[config.mk]
export PLATFORM = sky130hd
export DESIGN_NAME = attitude_bias_kalman_filter_core_flat
export DESIGN_NICKNAME = d
export VERILOG_FILES = /design/src/rtl/core/abkf_pkg.sv /design/src/rtl/core/abkf_if.sv /design/src/rtl/core/abkf_cfg_regs.sv /design/src/rtl/core/abkf_kalman_axis.sv /design/src/rtl/core/attitude_bias_kalman_filter_core.sv /design/src/flat_wrapper.sv
export SDC_FILE = /design/constraint.sdc
export NUM_CORES = 2
export LEC_CHECK = 0
export ABC_AREA = 1
export BUFFER_PORTS_ARGS = -buffer_cell sky130_fd_sc_hd__buf_4
export CORE_AREA = 2 2 370 372
export CTS_BUF_LIST = sky130_fd_sc_hd__clkbuf_8 sky130_fd_sc_hd__clkbuf_16
export DETAILED_ROUTE_END_ITERATION = 8
export DIE_AREA = 0 0 372 374
export GPL_TIMING_DRIVEN = 0
export HOLD_SLACK_MARGIN = 0.03
export PLACE_DENSITY_LB_ADDON = 0.12
export SETUP_SLACK_MARGIN = 0.5
export SYNTH_ARGS = -nofsm -noshare
export SYNTH_HDL_FRONTEND = slang
export SYNTH_HIERARCHICAL = 1
export SYNTH_SLANG_ARGS = --single-unit
export TNS_END_PERCENT = 10
[constraint.sdc]
create_clock -name clk_i -period 9.5 [get_ports clk_i]
set_clock_uncertainty 0.1 [all_clocks]
set_input_delay 1.9 -clock clk_i [delete_from_list [all_inputs] [get_ports clk_i]]
set_output_delay 1.9 -clock clk_i [all_outputs]
set_load 0.005 [all_outputs]
[src/rtl/core/abkf_pkg.sv]
// Package for the gyro-bias attitude filter: constants, payload and config types,
// and the small shift/compare helpers shared by the datapath modules.
// No dependencies.
package abkf_pkg;

  localparam int unsigned FRAC_BITS     = 10;
  localparam int unsigned YAW_CAL_SHIFT = 4;
  localparam int          CAL_LIMIT     = 2048;

  localparam int unsigned RAW_W   = 10;
  localparam int unsigned WORD_W  = 32;
  localparam int unsigned SHIFT_W = 5;
  localparam int unsigned CFG_IDX_W = 3;

  typedef logic signed [WORD_W-1:0] word_t;
  typedef logic [RAW_W-1:0]         raw_t;
  typedef logic [SHIFT_W-1:0]       shift_t;
  typedef logic [CFG_IDX_W-1:0]     cfg_idx_t;

  localparam word_t ROLL_RATE_BIAS_RST  = word_t'(387072);
  localparam word_t ROLL_POS_BIAS_RST   = word_t'(519168);
  localparam word_t PITCH_RATE_BIAS_RST = word_t'(-317440);
  localparam word_t PITCH_POS_BIAS_RST  = word_t'(510976);
  localparam word_t YAW_RATE_BIAS_RST   = word_t'(499712);

  typedef enum logic [1:0] {
    MODE_HOLD = 2'd0,
    MODE_CAL  = 2'd1,
    MODE_YAW  = 2'd2,
    MODE_FULL = 2'd3
  } mode_e;

  // configuration register indexes
  localparam cfg_idx_t CFG_ROLL_RATE_SHIFT   = 3'd0;
  localparam cfg_idx_t CFG_ROLL_ANGLE_GAIN   = 3'd1;
  localparam cfg_idx_t CFG_ROLL_BIAS_GAIN    = 3'd2;
  localparam cfg_idx_t CFG_ROLL_CAL_SHIFT    = 3'd3;
  localparam cfg_idx_t CFG_PITCH_RATE_SHIFT  = 3'd4;
  localparam cfg_idx_t CFG_PITCH_ANGLE_GAIN  = 3'd5;
  localparam cfg_idx_t CFG_PITCH_BIAS_GAIN   = 3'd6;
  localparam cfg_idx_t CFG_PITCH_CAL_SHIFT   = 3'd7;

  typedef struct packed {
    shift_t rate_shift;
    shift_t angle_gain_shift;
    shift_t bias_gain_shift;
    shift_t cal_shift;
  } axis_cfg_t;

  typedef struct packed {
    axis_cfg_t roll;
    axis_cfg_t pitch;
  } cfg_t;

  typedef struct packed {
    mode_e mode;
    raw_t  accel_x;
    raw_t  accel_y;
    raw_t  gyro_roll;
    raw_t  gyro_pitch;
    raw_t  gyro_yaw;
  } in_t;

  function automatic word_t scale(input raw_t raw);
    scale = word_t'(raw) << FRAC_BITS;
  endfunction

  function automatic word_t asr(input word_t x, input shift_t sh);
    asr = x >>> sh;
  endfunction

  function automatic word_t lowpass(input word_t bias, input word_t sample, input shift_t sh);
    lowpass = bias + asr(sample - bias, sh);
  endfunction

  function automatic logic in_cal_band(input word_t r);
    in_cal_band = (r > word_t'(-CAL_LIMIT)) && (r < word_t'(CAL_LIMIT));
  endfunction

endpackage

[src/rtl/core/abkf_if.sv]
// Valid/ready channel interfaces for the attitude filter: sensor set in,
// filter results out. Depends on abkf_pkg.
interface abkf_in_if;
  logic            valid;
  logic            ready;
  abkf_pkg::mode_e mode;
  abkf_pkg::raw_t  accel_x;
  abkf_pkg::raw_t  accel_y;
  abkf_pkg::raw_t  gyro_roll;
  abkf_pkg::raw_t  gyro_pitch;
  abkf_pkg::raw_t  gyro_yaw;

  modport source (output valid, mode, accel_x, accel_y, gyro_roll, gyro_pitch, gyro_yaw,
                  input ready);
  modport sink   (input valid, mode, accel_x, accel_y, gyro_roll, gyro_pitch, gyro_yaw,
                  output ready);
endinterface

interface abkf_out_if;
  logic            valid;
  logic            ready;
  abkf_pkg::word_t roll_angle_out;
  abkf_pkg::word_t pitch_angle_out;
  abkf_pkg::word_t roll_rate_out;
  abkf_pkg::word_t pitch_rate_out;
  abkf_pkg::word_t yaw_rate_out;
  logic            calibrated_flag;

  modport source (output valid, roll_angle_out, pitch_angle_out, roll_rate_out,
                  pitch_rate_out, yaw_rate_out, calibrated_flag, input ready);
  modport sink   (input valid, roll_angle_out, pitch_angle_out, roll_rate_out,
                  pitch_rate_out, yaw_rate_out, calibrated_flag, output ready);
endinterface

[src/rtl/core/abkf_cfg_regs.sv]
// Configuration register bank: eight 5-bit shift settings behind a plain write port.
// Depends on abkf_pkg.
module abkf_cfg_regs (
  input  logic               clk_i,
  input  logic               rst_ni,
  input  logic               cfg_we_i,
  input  abkf_pkg::cfg_idx_t cfg_idx_i,
  input  abkf_pkg::shift_t   cfg_wdata_i,
  output abkf_pkg::cfg_t     cfg_o
);

  abkf_pkg::cfg_t cfg_d, cfg_q;

  always_comb begin
    cfg_d = cfg_q;
    if (cfg_we_i) begin
      unique case (cfg_idx_i)
        abkf_pkg::CFG_ROLL_RATE_SHIFT:  cfg_d.roll.rate_shift        = cfg_wdata_i;
        abkf_pkg::CFG_ROLL_ANGLE_GAIN:  cfg_d.roll.angle_gain_shift  = cfg_wdata_i;
        abkf_pkg::CFG_ROLL_BIAS_GAIN:   cfg_d.roll.bias_gain_shift   = cfg_wdata_i;
        abkf_pkg::CFG_ROLL_CAL_SHIFT:   cfg_d.roll.cal_shift         = cfg_wdata_i;
        abkf_pkg::CFG_PITCH_RATE_SHIFT: cfg_d.pitch.rate_shift       = cfg_wdata_i;
        abkf_pkg::CFG_PITCH_ANGLE_GAIN: cfg_d.pitch.angle_gain_shift = cfg_wdata_i;
        abkf_pkg::CFG_PITCH_BIAS_GAIN:  cfg_d.pitch.bias_gain_shift  = cfg_wdata_i;
        abkf_pkg::CFG_PITCH_CAL_SHIFT:  cfg_d.pitch.cal_shift        = cfg_wdata_i;
        default: ;
      endcase
    end
  end

  always_ff @(posedge clk_i or negedge rst_ni) begin
    if (!rst_ni) begin
      cfg_q <= '0;
    end else begin
      cfg_q <= cfg_d;
    end
  end

  assign cfg_o = cfg_q;

endmodule

[src/rtl/core/abkf_kalman_axis.sv]
// One axis of the shift-gain Kalman update: predict angle from the corrected
// rate, then correct angle and rate bias from the position innovation. Depends on abkf_pkg.
module abkf_kalman_axis (
  input  abkf_pkg::word_t     angle_i,
  input  abkf_pkg::word_t     rate_bias_i,
  input  abkf_pkg::word_t     pos_bias_i,
  input  abkf_pkg::word_t     rate_i,
  input  abkf_pkg::word_t     pos_i,
  input  abkf_pkg::axis_cfg_t cfg_i,
  output abkf_pkg::word_t     angle_o,
  output abkf_pkg::word_t     rate_bias_o,
  output abkf_pkg::word_t     rate_o
);

  abkf_pkg::word_t rate, angle_pred, innov;

  always_comb begin
    rate        = rate_i - rate_bias_i;
    angle_pred  = angle_i + abkf_pkg::asr(rate, cfg_i.rate_shift);
    innov       = angle_pred - pos_i + pos_bias_i;
    angle_o     = angle_pred - abkf_pkg::asr(innov, cfg_i.angle_gain_shift);
    rate_bias_o = rate_bias_i + abkf_pkg::asr(innov, cfg_i.bias_gain_shift);
    rate_o      = rate;
  end

endmodule

[src/rtl/core/attitude_bias_kalman_filter_core.sv]
// Attitude filter core: gyro-bias tracking for roll and pitch, yaw bias tracker.
// Depends on abkf_pkg, abkf_if, abkf_cfg_regs and abkf_kalman_axis.
//
// Usage:
//   in_i  carries one raw sensor set and a mode per transaction (valid/ready).
//   out_o returns one transaction per input: the five held filter outputs and
//         the calibrated flag, as they stand after that input was processed.
//   cfg_we_i/cfg_idx_i/cfg_wdata_i write the eight shift settings; write only
//         while no transaction is in flight.
// Timing:
//   An accepted set is registered in the input register, then processed in one
//   pass that updates the filter state, loads the result register and sets
//   out_o.valid. One set per cycle is sustained while out_o.ready stays high;
//   the filter state feeds back from its registers, so the next set can use it at once.
// Stall behavior:
//   If out_o.ready is low the result holds, the input register keeps one more
//   set, and in_i.ready drops only once both are full.
// Reset:
//   Bias estimates return to their calibration defaults, angles, held outputs,
//   flag and shift settings clear, and both pipeline stages empty.
module attitude_bias_kalman_filter_core (
  input  logic               clk_i,
  input  logic               rst_ni,
  abkf_in_if.sink            in_i,
  abkf_out_if.source         out_o,
  input  logic               cfg_we_i,
  input  abkf_pkg::cfg_idx_t cfg_idx_i,
  input  abkf_pkg::shift_t   cfg_wdata_i
);

  abkf_pkg::cfg_t cfg;

  abkf_cfg_regs u_cfg (
    .clk_i       (clk_i),
    .rst_ni      (rst_ni),
    .cfg_we_i    (cfg_we_i),
    .cfg_idx_i   (cfg_idx_i),
    .cfg_wdata_i (cfg_wdata_i),
    .cfg_o       (cfg)
  );

  // input register
  logic           s1_valid_d, s1_valid_q;
  abkf_pkg::in_t  s1_q;
  logic           out_valid_d, out_valid_q;
  logic           adv, in_fire;

  assign adv       = s1_valid_q && (!out_valid_q || out_o.ready);
  assign in_i.ready = !s1_valid_q || adv;
  assign in_fire   = in_i.valid && in_i.ready;

  always_comb begin
    s1_valid_d = s1_valid_q;
    if (in_fire) begin
      s1_valid_d = 1'b1;
    end else if (adv) begin
      s1_valid_d = 1'b0;
    end
    out_valid_d = out_valid_q;
    if (adv) begin
      out_valid_d = 1'b1;
    end else if (out_o.ready) begin
      out_valid_d = 1'b0;
    end
  end

  always_ff @(posedge clk_i or negedge rst_ni) begin
    if (!rst_ni) begin
      s1_valid_q  <= 1'b0;
      out_valid_q <= 1'b0;
    end else begin
      s1_valid_q  <= s1_valid_d;
      out_valid_q <= out_valid_d;
    end
  end

  always_ff @(posedge clk_i) begin
    if (in_fire) begin
      s1_q.mode       <= in_i.mode;
      s1_q.accel_x    <= in_i.accel_x;
      s1_q.accel_y    <= in_i.accel_y;
      s1_q.gyro_roll  <= in_i.gyro_roll;
      s1_q.gyro_pitch <= in_i.gyro_pitch;
      s1_q.gyro_yaw   <= in_i.gyro_yaw;
    end
  end

  // filter state; held outputs double as the result register
  abkf_pkg::word_t roll_rate_bias_d,  roll_rate_bias_q;
  abkf_pkg::word_t roll_pos_bias_d,   roll_pos_bias_q;
  abkf_pkg::word_t roll_angle_d,      roll_angle_q;
  abkf_pkg::word_t pitch_rate_bias_d, pitch_rate_bias_q;
  abkf_pkg::word_t pitch_pos_bias_d,  pitch_pos_bias_q;
  abkf_pkg::word_t pitch_angle_d,     pitch_angle_q;
  abkf_pkg::word_t yaw_rate_bias_d,   yaw_rate_bias_q;
  abkf_pkg::word_t roll_angle_out_d,  roll_angle_out_q;
  abkf_pkg::word_t pitch_angle_out_d, pitch_angle_out_q;
  abkf_pkg::word_t roll_rate_out_d,   roll_rate_out_q;
  abkf_pkg::word_t pitch_rate_out_d,  pitch_rate_out_q;
  abkf_pkg::word_t yaw_rate_out_d,    yaw_rate_out_q;
  logic            cal_d,             cal_q;

  abkf_pkg::word_t roll_pos, pitch_pos, roll_rate, pitch_rate, yaw_rate;
  abkf_pkg::word_t roll_angle_k, roll_bias_k, roll_rate_k;
  abkf_pkg::word_t pitch_angle_k, pitch_bias_k, pitch_rate_k;
  abkf_pkg::word_t yaw_bias_lp;

  assign roll_pos   = abkf_pkg::scale(s1_q.accel_y);
  assign pitch_pos  = abkf_pkg::scale(s1_q.accel_x);
  assign roll_rate  = abkf_pkg::scale(s1_q.gyro_roll);
  assign pitch_rate = -abkf_pkg::scale(s1_q.gyro_pitch);
  assign yaw_rate   = abkf_pkg::scale(s1_q.gyro_yaw);

  assign yaw_bias_lp = abkf_pkg::lowpass(yaw_rate_bias_q, yaw_rate,
                                         abkf_pkg::shift_t'(abkf_pkg::YAW_CAL_SHIFT));

  abkf_kalman_axis u_roll (
    .angle_i     (roll_angle_q),
    .rate_bias_i (roll_rate_bias_q),
    .pos_bias_i  (roll_pos_bias_q),
    .rate_i      (roll_rate),
    .pos_i       (roll_pos),
    .cfg_i       (cfg.roll),
    .angle_o     (roll_angle_k),
    .rate_bias_o (roll_bias_k),
    .rate_o      (roll_rate_k)
  );

  abkf_kalman_axis u_pitch (
    .angle_i     (pitch_angle_q),
    .rate_bias_i (pitch_rate_bias_q),
    .pos_bias_i  (pitch_pos_bias_q),
    .rate_i      (pitch_rate),
    .pos_i       (pitch_pos),
    .cfg_i       (cfg.pitch),
    .angle_o     (pitch_angle_k),
    .rate_bias_o (pitch_bias_k),
    .rate_o      (pitch_rate_k)
  );

  always_comb begin
    roll_rate_bias_d  = roll_rate_bias_q;
    roll_pos_bias_d   = roll_pos_bias_q;
    roll_angle_d      = roll_angle_q;
    pitch_rate_bias_d = pitch_rate_bias_q;
    pitch_pos_bias_d  = pitch_pos_bias_q;
    pitch_angle_d     = pitch_angle_q;
    yaw_rate_bias_d   = yaw_rate_bias_q;
    roll_angle_out_d  = roll_angle_out_q;
    pitch_angle_out_d = pitch_angle_out_q;
    roll_rate_out_d   = roll_rate_out_q;
    pitch_rate_out_d  = pitch_rate_out_q;
    yaw_rate_out_d    = yaw_rate_out_q;
    cal_d             = cal_q;
    if (adv) begin
      case (s1_q.mode)
        abkf_pkg::MODE_CAL: begin
          roll_rate_bias_d  = abkf_pkg::lowpass(roll_rate_bias_q, roll_rate, cfg.roll.cal_shift);
          roll_pos_bias_d   = abkf_pkg::lowpass(roll_pos_bias_q, roll_pos, cfg.roll.cal_shift);
          pitch_rate_bias_d = abkf_pkg::lowpass(pitch_rate_bias_q, pitch_rate,
                                                cfg.pitch.cal_shift);
          pitch_pos_bias_d  = abkf_pkg::lowpass(pitch_pos_bias_q, pitch_pos,
                                                cfg.pitch.cal_shift);
          yaw_rate_bias_d   = yaw_bias_lp;
          // residuals against the freshly updated biases
          cal_d = abkf_pkg::in_cal_band(roll_pos - roll_pos_bias_d) &&
                  abkf_pkg::in_cal_band(pitch_pos - pitch_pos_bias_d) &&
                  abkf_pkg::in_cal_band(roll_rate - roll_rate_bias_d) &&
                  abkf_pkg::in_cal_band(pitch_rate - pitch_rate_bias_d) &&
                  abkf_pkg::in_cal_band(yaw_rate - yaw_bias_lp);
        end
        abkf_pkg::MODE_YAW: begin
          yaw_rate_bias_d = yaw_bias_lp;
          yaw_rate_out_d  = yaw_rate - yaw_bias_lp;
        end
        abkf_pkg::MODE_FULL: begin
          roll_angle_d      = roll_angle_k;
          roll_rate_bias_d  = roll_bias_k;
          pitch_angle_d     = pitch_angle_k;
          pitch_rate_bias_d = pitch_bias_k;
          yaw_rate_bias_d   = yaw_bias_lp;
          roll_angle_out_d  = roll_angle_k;
          pitch_angle_out_d = pitch_angle_k;
          roll_rate_out_d   = roll_rate_k;
          pitch_rate_out_d  = pitch_rate_k;
          yaw_rate_out_d    = yaw_rate - yaw_bias_lp;
        end
        default: ;
      endcase
    end
  end

  always_ff @(posedge clk_i or negedge rst_ni) begin
    if (!rst_ni) begin
      roll_rate_bias_q  <= abkf_pkg::ROLL_RATE_BIAS_RST;
      roll_pos_bias_q   <= abkf_pkg::ROLL_POS_BIAS_RST;
      roll_angle_q      <= '0;
      pitch_rate_bias_q <= abkf_pkg::PITCH_RATE_BIAS_RST;
      pitch_pos_bias_q  <= abkf_pkg::PITCH_POS_BIAS_RST;
      pitch_angle_q     <= '0;
      yaw_rate_bias_q   <= abkf_pkg::YAW_RATE_BIAS_RST;
      roll_angle_out_q  <= '0;
      pitch_angle_out_q <= '0;
      roll_rate_out_q   <= '0;
      pitch_rate_out_q  <= '0;
      yaw_rate_out_q    <= '0;
      cal_q             <= 1'b0;
    end else begin
      roll_rate_bias_q  <= roll_rate_bias_d;
      roll_pos_bias_q   <= roll_pos_bias_d;
      roll_angle_q      <= roll_angle_d;
      pitch_rate_bias_q <= pitch_rate_bias_d;
      pitch_pos_bias_q  <= pitch_pos_bias_d;
      pitch_angle_q     <= pitch_angle_d;
      yaw_rate_bias_q   <= yaw_rate_bias_d;
      roll_angle_out_q  <= roll_angle_out_d;
      pitch_angle_out_q <= pitch_angle_out_d;
      roll_rate_out_q   <= roll_rate_out_d;
      pitch_rate_out_q  <= pitch_rate_out_d;
      yaw_rate_out_q    <= yaw_rate_out_d;
      cal_q             <= cal_d;
    end
  end

  assign out_o.valid           = out_valid_q;
  assign out_o.roll_angle_out  = roll_angle_out_q;
  assign out_o.pitch_angle_out = pitch_angle_out_q;
  assign out_o.roll_rate_out   = roll_rate_out_q;
  assign out_o.pitch_rate_out  = pitch_rate_out_q;
  assign out_o.yaw_rate_out    = yaw_rate_out_q;
  assign out_o.calibrated_flag = cal_q;

  // hold mode leaves all filter state untouched
  assert property (@(posedge clk_i) disable iff (!rst_ni)
    (adv && s1_q.mode == abkf_pkg::MODE_HOLD) |=>
      ($stable(roll_angle_q) && $stable(pitch_angle_q) && $stable(yaw_rate_bias_q) &&
       $stable(roll_rate_bias_q) && $stable(pitch_rate_bias_q)))
    else $error("filter state changed on a hold transaction");

  // flag moves only on a calibration transaction
  assert property (@(posedge clk_i) disable iff (!rst_ni)
    !(adv && s1_q.mode == abkf_pkg::MODE_CAL) |=> $stable(cal_q))
    else $error("calibrated flag changed outside calibration");

  // a new result appears only after a set left the input register
  assert property (@(posedge clk_i) disable iff (!rst_ni)
    $rose(out_valid_q) |-> $past(s1_valid_q))
    else $error("result valid without a pending input");

  // output register stalled: held results must not be overwritten
  assert property (@(posedge clk_i) disable iff (!rst_ni)
    (out_valid_q && !out_o.ready) |=> $stable(yaw_rate_out_q) && $stable(roll_angle_out_q))
    else $error("stalled result overwritten");

endmodule
[src/flat_wrapper.sv]
// flat-port wrapper written by rule: the top's interface ports become plain ports
module attitude_bias_kalman_filter_core_flat 
  (clk_i, rst_ni, cfg_we_i, cfg_idx_i, cfg_wdata_i, in_i_valid, in_i_mode, in_i_accel_x, in_i_accel_y, in_i_gyro_roll, in_i_gyro_pitch, in_i_gyro_yaw, in_i_ready, out_o_valid, out_o_roll_angle_out, out_o_pitch_angle_out, out_o_roll_rate_out, out_o_pitch_rate_out, out_o_yaw_rate_out, out_o_calibrated_flag, out_o_ready);
  abkf_in_if in_i_i ();
  abkf_out_if out_o_i ();
  input  logic clk_i;
  input  logic rst_ni;
  input  logic cfg_we_i;
  input  abkf_pkg::cfg_idx_t cfg_idx_i;
  input  abkf_pkg::shift_t cfg_wdata_i;
  input wire logic [$bits(in_i_i.valid)-1:0] in_i_valid;
  input wire logic [$bits(in_i_i.mode)-1:0] in_i_mode;
  input wire logic [$bits(in_i_i.accel_x)-1:0] in_i_accel_x;
  input wire logic [$bits(in_i_i.accel_y)-1:0] in_i_accel_y;
  input wire logic [$bits(in_i_i.gyro_roll)-1:0] in_i_gyro_roll;
  input wire logic [$bits(in_i_i.gyro_pitch)-1:0] in_i_gyro_pitch;
  input wire logic [$bits(in_i_i.gyro_yaw)-1:0] in_i_gyro_yaw;
  output wire logic [$bits(in_i_i.ready)-1:0] in_i_ready;
  output wire logic [$bits(out_o_i.valid)-1:0] out_o_valid;
  output wire logic [$bits(out_o_i.roll_angle_out)-1:0] out_o_roll_angle_out;
  output wire logic [$bits(out_o_i.pitch_angle_out)-1:0] out_o_pitch_angle_out;
  output wire logic [$bits(out_o_i.roll_rate_out)-1:0] out_o_roll_rate_out;
  output wire logic [$bits(out_o_i.pitch_rate_out)-1:0] out_o_pitch_rate_out;
  output wire logic [$bits(out_o_i.yaw_rate_out)-1:0] out_o_yaw_rate_out;
  output wire logic [$bits(out_o_i.calibrated_flag)-1:0] out_o_calibrated_flag;
  input wire logic [$bits(out_o_i.ready)-1:0] out_o_ready;
  assign in_i_i.valid = in_i_valid;
  assign in_i_i.mode = in_i_mode;
  assign in_i_i.accel_x = in_i_accel_x;
  assign in_i_i.accel_y = in_i_accel_y;
  assign in_i_i.gyro_roll = in_i_gyro_roll;
  assign in_i_i.gyro_pitch = in_i_gyro_pitch;
  assign in_i_i.gyro_yaw = in_i_gyro_yaw;
  assign in_i_ready = in_i_i.ready;
  assign out_o_valid = out_o_i.valid;
  assign out_o_roll_angle_out = out_o_i.roll_angle_out;
  assign out_o_pitch_angle_out = out_o_i.pitch_angle_out;
  assign out_o_roll_rate_out = out_o_i.roll_rate_out;
  assign out_o_pitch_rate_out = out_o_i.pitch_rate_out;
  assign out_o_yaw_rate_out = out_o_i.yaw_rate_out;
  assign out_o_calibrated_flag = out_o_i.calibrated_flag;
  assign out_o_i.ready = out_o_ready;
  attitude_bias_kalman_filter_core u_core (.clk_i(clk_i), .rst_ni(rst_ni), .in_i(in_i_i), .out_o(out_o_i), .cfg_we_i(cfg_we_i), .cfg_idx_i(cfg_idx_i), .cfg_wdata_i(cfg_wdata_i));
endmodule
==> out/results.txt <==
Yosys top cell area share: 0.185
I/O pin count: 228
Post-synth EDFFs: 52
Final GP Congestion: 1.15
total clock sinks: 415
Cell Rows: 135
area grow syn2layout: 18.2%
WL final: 329000 microns
initial antenna violation count: 10
die height: 374 microns
Num CTS Buffers: 53
Initial Util: 0.547
violation count after the first detailed-routing iteration: 14200
worst-skew pair later-pin latency: 0.72 ns
CP startpoint kind: register
Clock transition at path regs: 0.07 ns
commonest non-fill, non-tap cell in the layout: nand2_1
Via density: 6.18
max_cap viols: 1
Crit. End Element: register
grt ovf: 0
commonest non-fill, non-tap cells in the layout: nand2_1 (3463), inv_1 (1551), nand3_1 (1324), nor2_1 (798), o21ai_0 (682)
RSZ-0062 raised after global routing: yes
number of global-route vias before repair: 84000
fraction of layout cells with a size suffix above 1: 0.160
vias: 92600
synth unique cells: 78
HPWL Detailed: 264000 microns
crit path max fanout: 5
worst-margin pin slew: 1.55 ns
most frequent CP cell: nand2_1
status: finished with violations
Slowest Stage Delay on Critical Path: 0.53 ns
die footprint: 139000 sq um
1st-pass router iterations: 9
first-pass GRT wire length: 484000 microns
final net count: 13900
Final Instance Area: 87300 sq um
Synth Area per Inst: 5.93 sq um
min-delay src: u_core/u_cfg/cfg_o[34]
launch point of the worst path: u_core/pitch_rate_bias_q[1]
H-tree depth: 2
synth top area cells: nand2_1 (18%), dfrtp_1 (11%), ha_1 (10%)
leading area contributor after synthesis: nand2_1
max frequency: 87.7 MHz
synthesized area: 73800 sq um
CP Data Arrival Time: 11.91 ns
cells after synthesis: 12500
drt drc: 9
WL per Instance: 22.0 microns
violated checks: DRC, capacitance limit, slew limit, setup timing
DRT antenna net count: 0
Slew headroom: -0.0351
Port Buf Inserts: 222
root buf cell: clkbuf_16
final setup vio count: 123
post-synthesis sequential area ratio: 0.145
Place WS: -3.40 ns
Critical-path top delay cell: fa_1
share of flip-flops with an asynchronous set or reset: 0.875
dpl cell area: 78500 sq um
post-route setup slack: -1.91 ns
Tcrit/Tclk final: 1.20
core footprint: 135000 sq um
Total GRT Usage: 0.445
Req. time, crit path: 10.01 ns
Hold Path Class: register to register
max reg flops: 40
Worst Setup Path Type: register to register
WHS: 0.372 ns
Die W: 372 microns
worst reg2reg startpoint: u_core/pitch_rate_bias_q[1]
synthesis-stage register bit count: 415
Slew Limit Fails: 11
Final Hold Viols: 0
CTS tree: built
Syn. warnings: 6
Primary FF master, synth: dfrtp_1
Longest Clk Path Bufs: 3
Core Util, Final: 0.647
final critical-path required period: 11.41 ns
pin count of the biggest net entering global routing: 116
[routing by layer]
metal	global-route usage	share of wire	vias to the layer above
li1	-	-	42300
met1	0.606	0.40	42800
met2	0.650	0.41	6350
met3	0.132	0.14	1136
met4	0.187	0.054	14
met5	0	0.00047	-
[stage by stage]
| stage | instances | setup TNS (ns) |
|---|---|---|
| 2_1_floorplan | 12500 | -1.61 |
| 3_3_place_gp | 14500 | -282.50 |
| 3_5_place_dp | 14500 | -301.81 |
| 4_1_cts | 14900 | -85.50 |
| 5_1_grt | 15000 | -195.31 |
| 6_report | 15000 | -143.99 |
[final cells by class]
cell class,count,area (sq um)
multi-input combinational,10100,60300
fill,12700,47700
sequential,415,10700
inverter,1658,6250
timing repair buffer,543,4320
tap,1781,2230
buffer,371,1510
clock buffer,62,1460
clock inverter,38,489
antenna,10,25.0
[final timing paths]
path | endpoint | slack [ns] | depth (start not counted)
max | u_core/out_o.pitch_angle_out[30] | -1.91 | 68
min | u_core/u_cfg/cfg_o[34] | 0.37 | 2
max reg2reg | u_core/out_o.pitch_angle_out[30] | -1.91 | 68
min reg2reg | u_core/u_cfg/cfg_o[34] | 0.37 | 2
max in group asynchronous | u_core/roll_pos_bias_q[29] | 6.78 | 3
min in group asynchronous | u_core/out_o.pitch_angle_out[20] | 0.97 | 1
[repair_timing]
item                       CTS  global route
gates cloned                 0             0
hold buffers                 0             0
gates resized for setup    558           460
pin swaps                  233           309
buffers inserted           217           100
setup endpoints to repair  129           129
[critical path, delay by kind of cell, from the launching register on]
family	cells	cell delay (ns)
simple gates	35	3.87
compound gates	17	2.91
fa+ha+maj	6	2.35
buf+inv	7	0.85
xor+xnor	2	0.49
flops	1	0.45
mux	1	0.27
[synth_stat cells, types with 124 or more instances]
| master | number |
|---|---|
| inv_1 | 1584 |
| mux2_2 | 128 |
| nand2_2 | 124 |
| nor2_1 | 825 |
| clkbuf_1 | 247 |
| dfrtp_1 | 320 |
| a21oi_1 | 750 |
| nand2_1 | 3629 |
| xor2_1 | 311 |
| xnor2_1 | 124 |
| nand3_1 | 1423 |
| o21ai_0 | 802 |
| ha_1 | 592 |
[kinds of logic after synthesis]
family / Yosys count / share of synthesized area
adders and majority gates: 667 / 0.121
AOI/OAI and AO/OA: 2191 / 0.167
muxes: 153 / 0.0229
xor gates and xnor gates: 442 / 0.0531
and+or+nand+nor: 6562 / 0.387
other: 1 / 0.0000508
buffers and inverters: 2029 / 0.105
DFF: 415 / 0.145
Power is left out: the tool's default activity adds up to more than one toggle a clock period on the data nets, which glitch-free logic cannot reach.
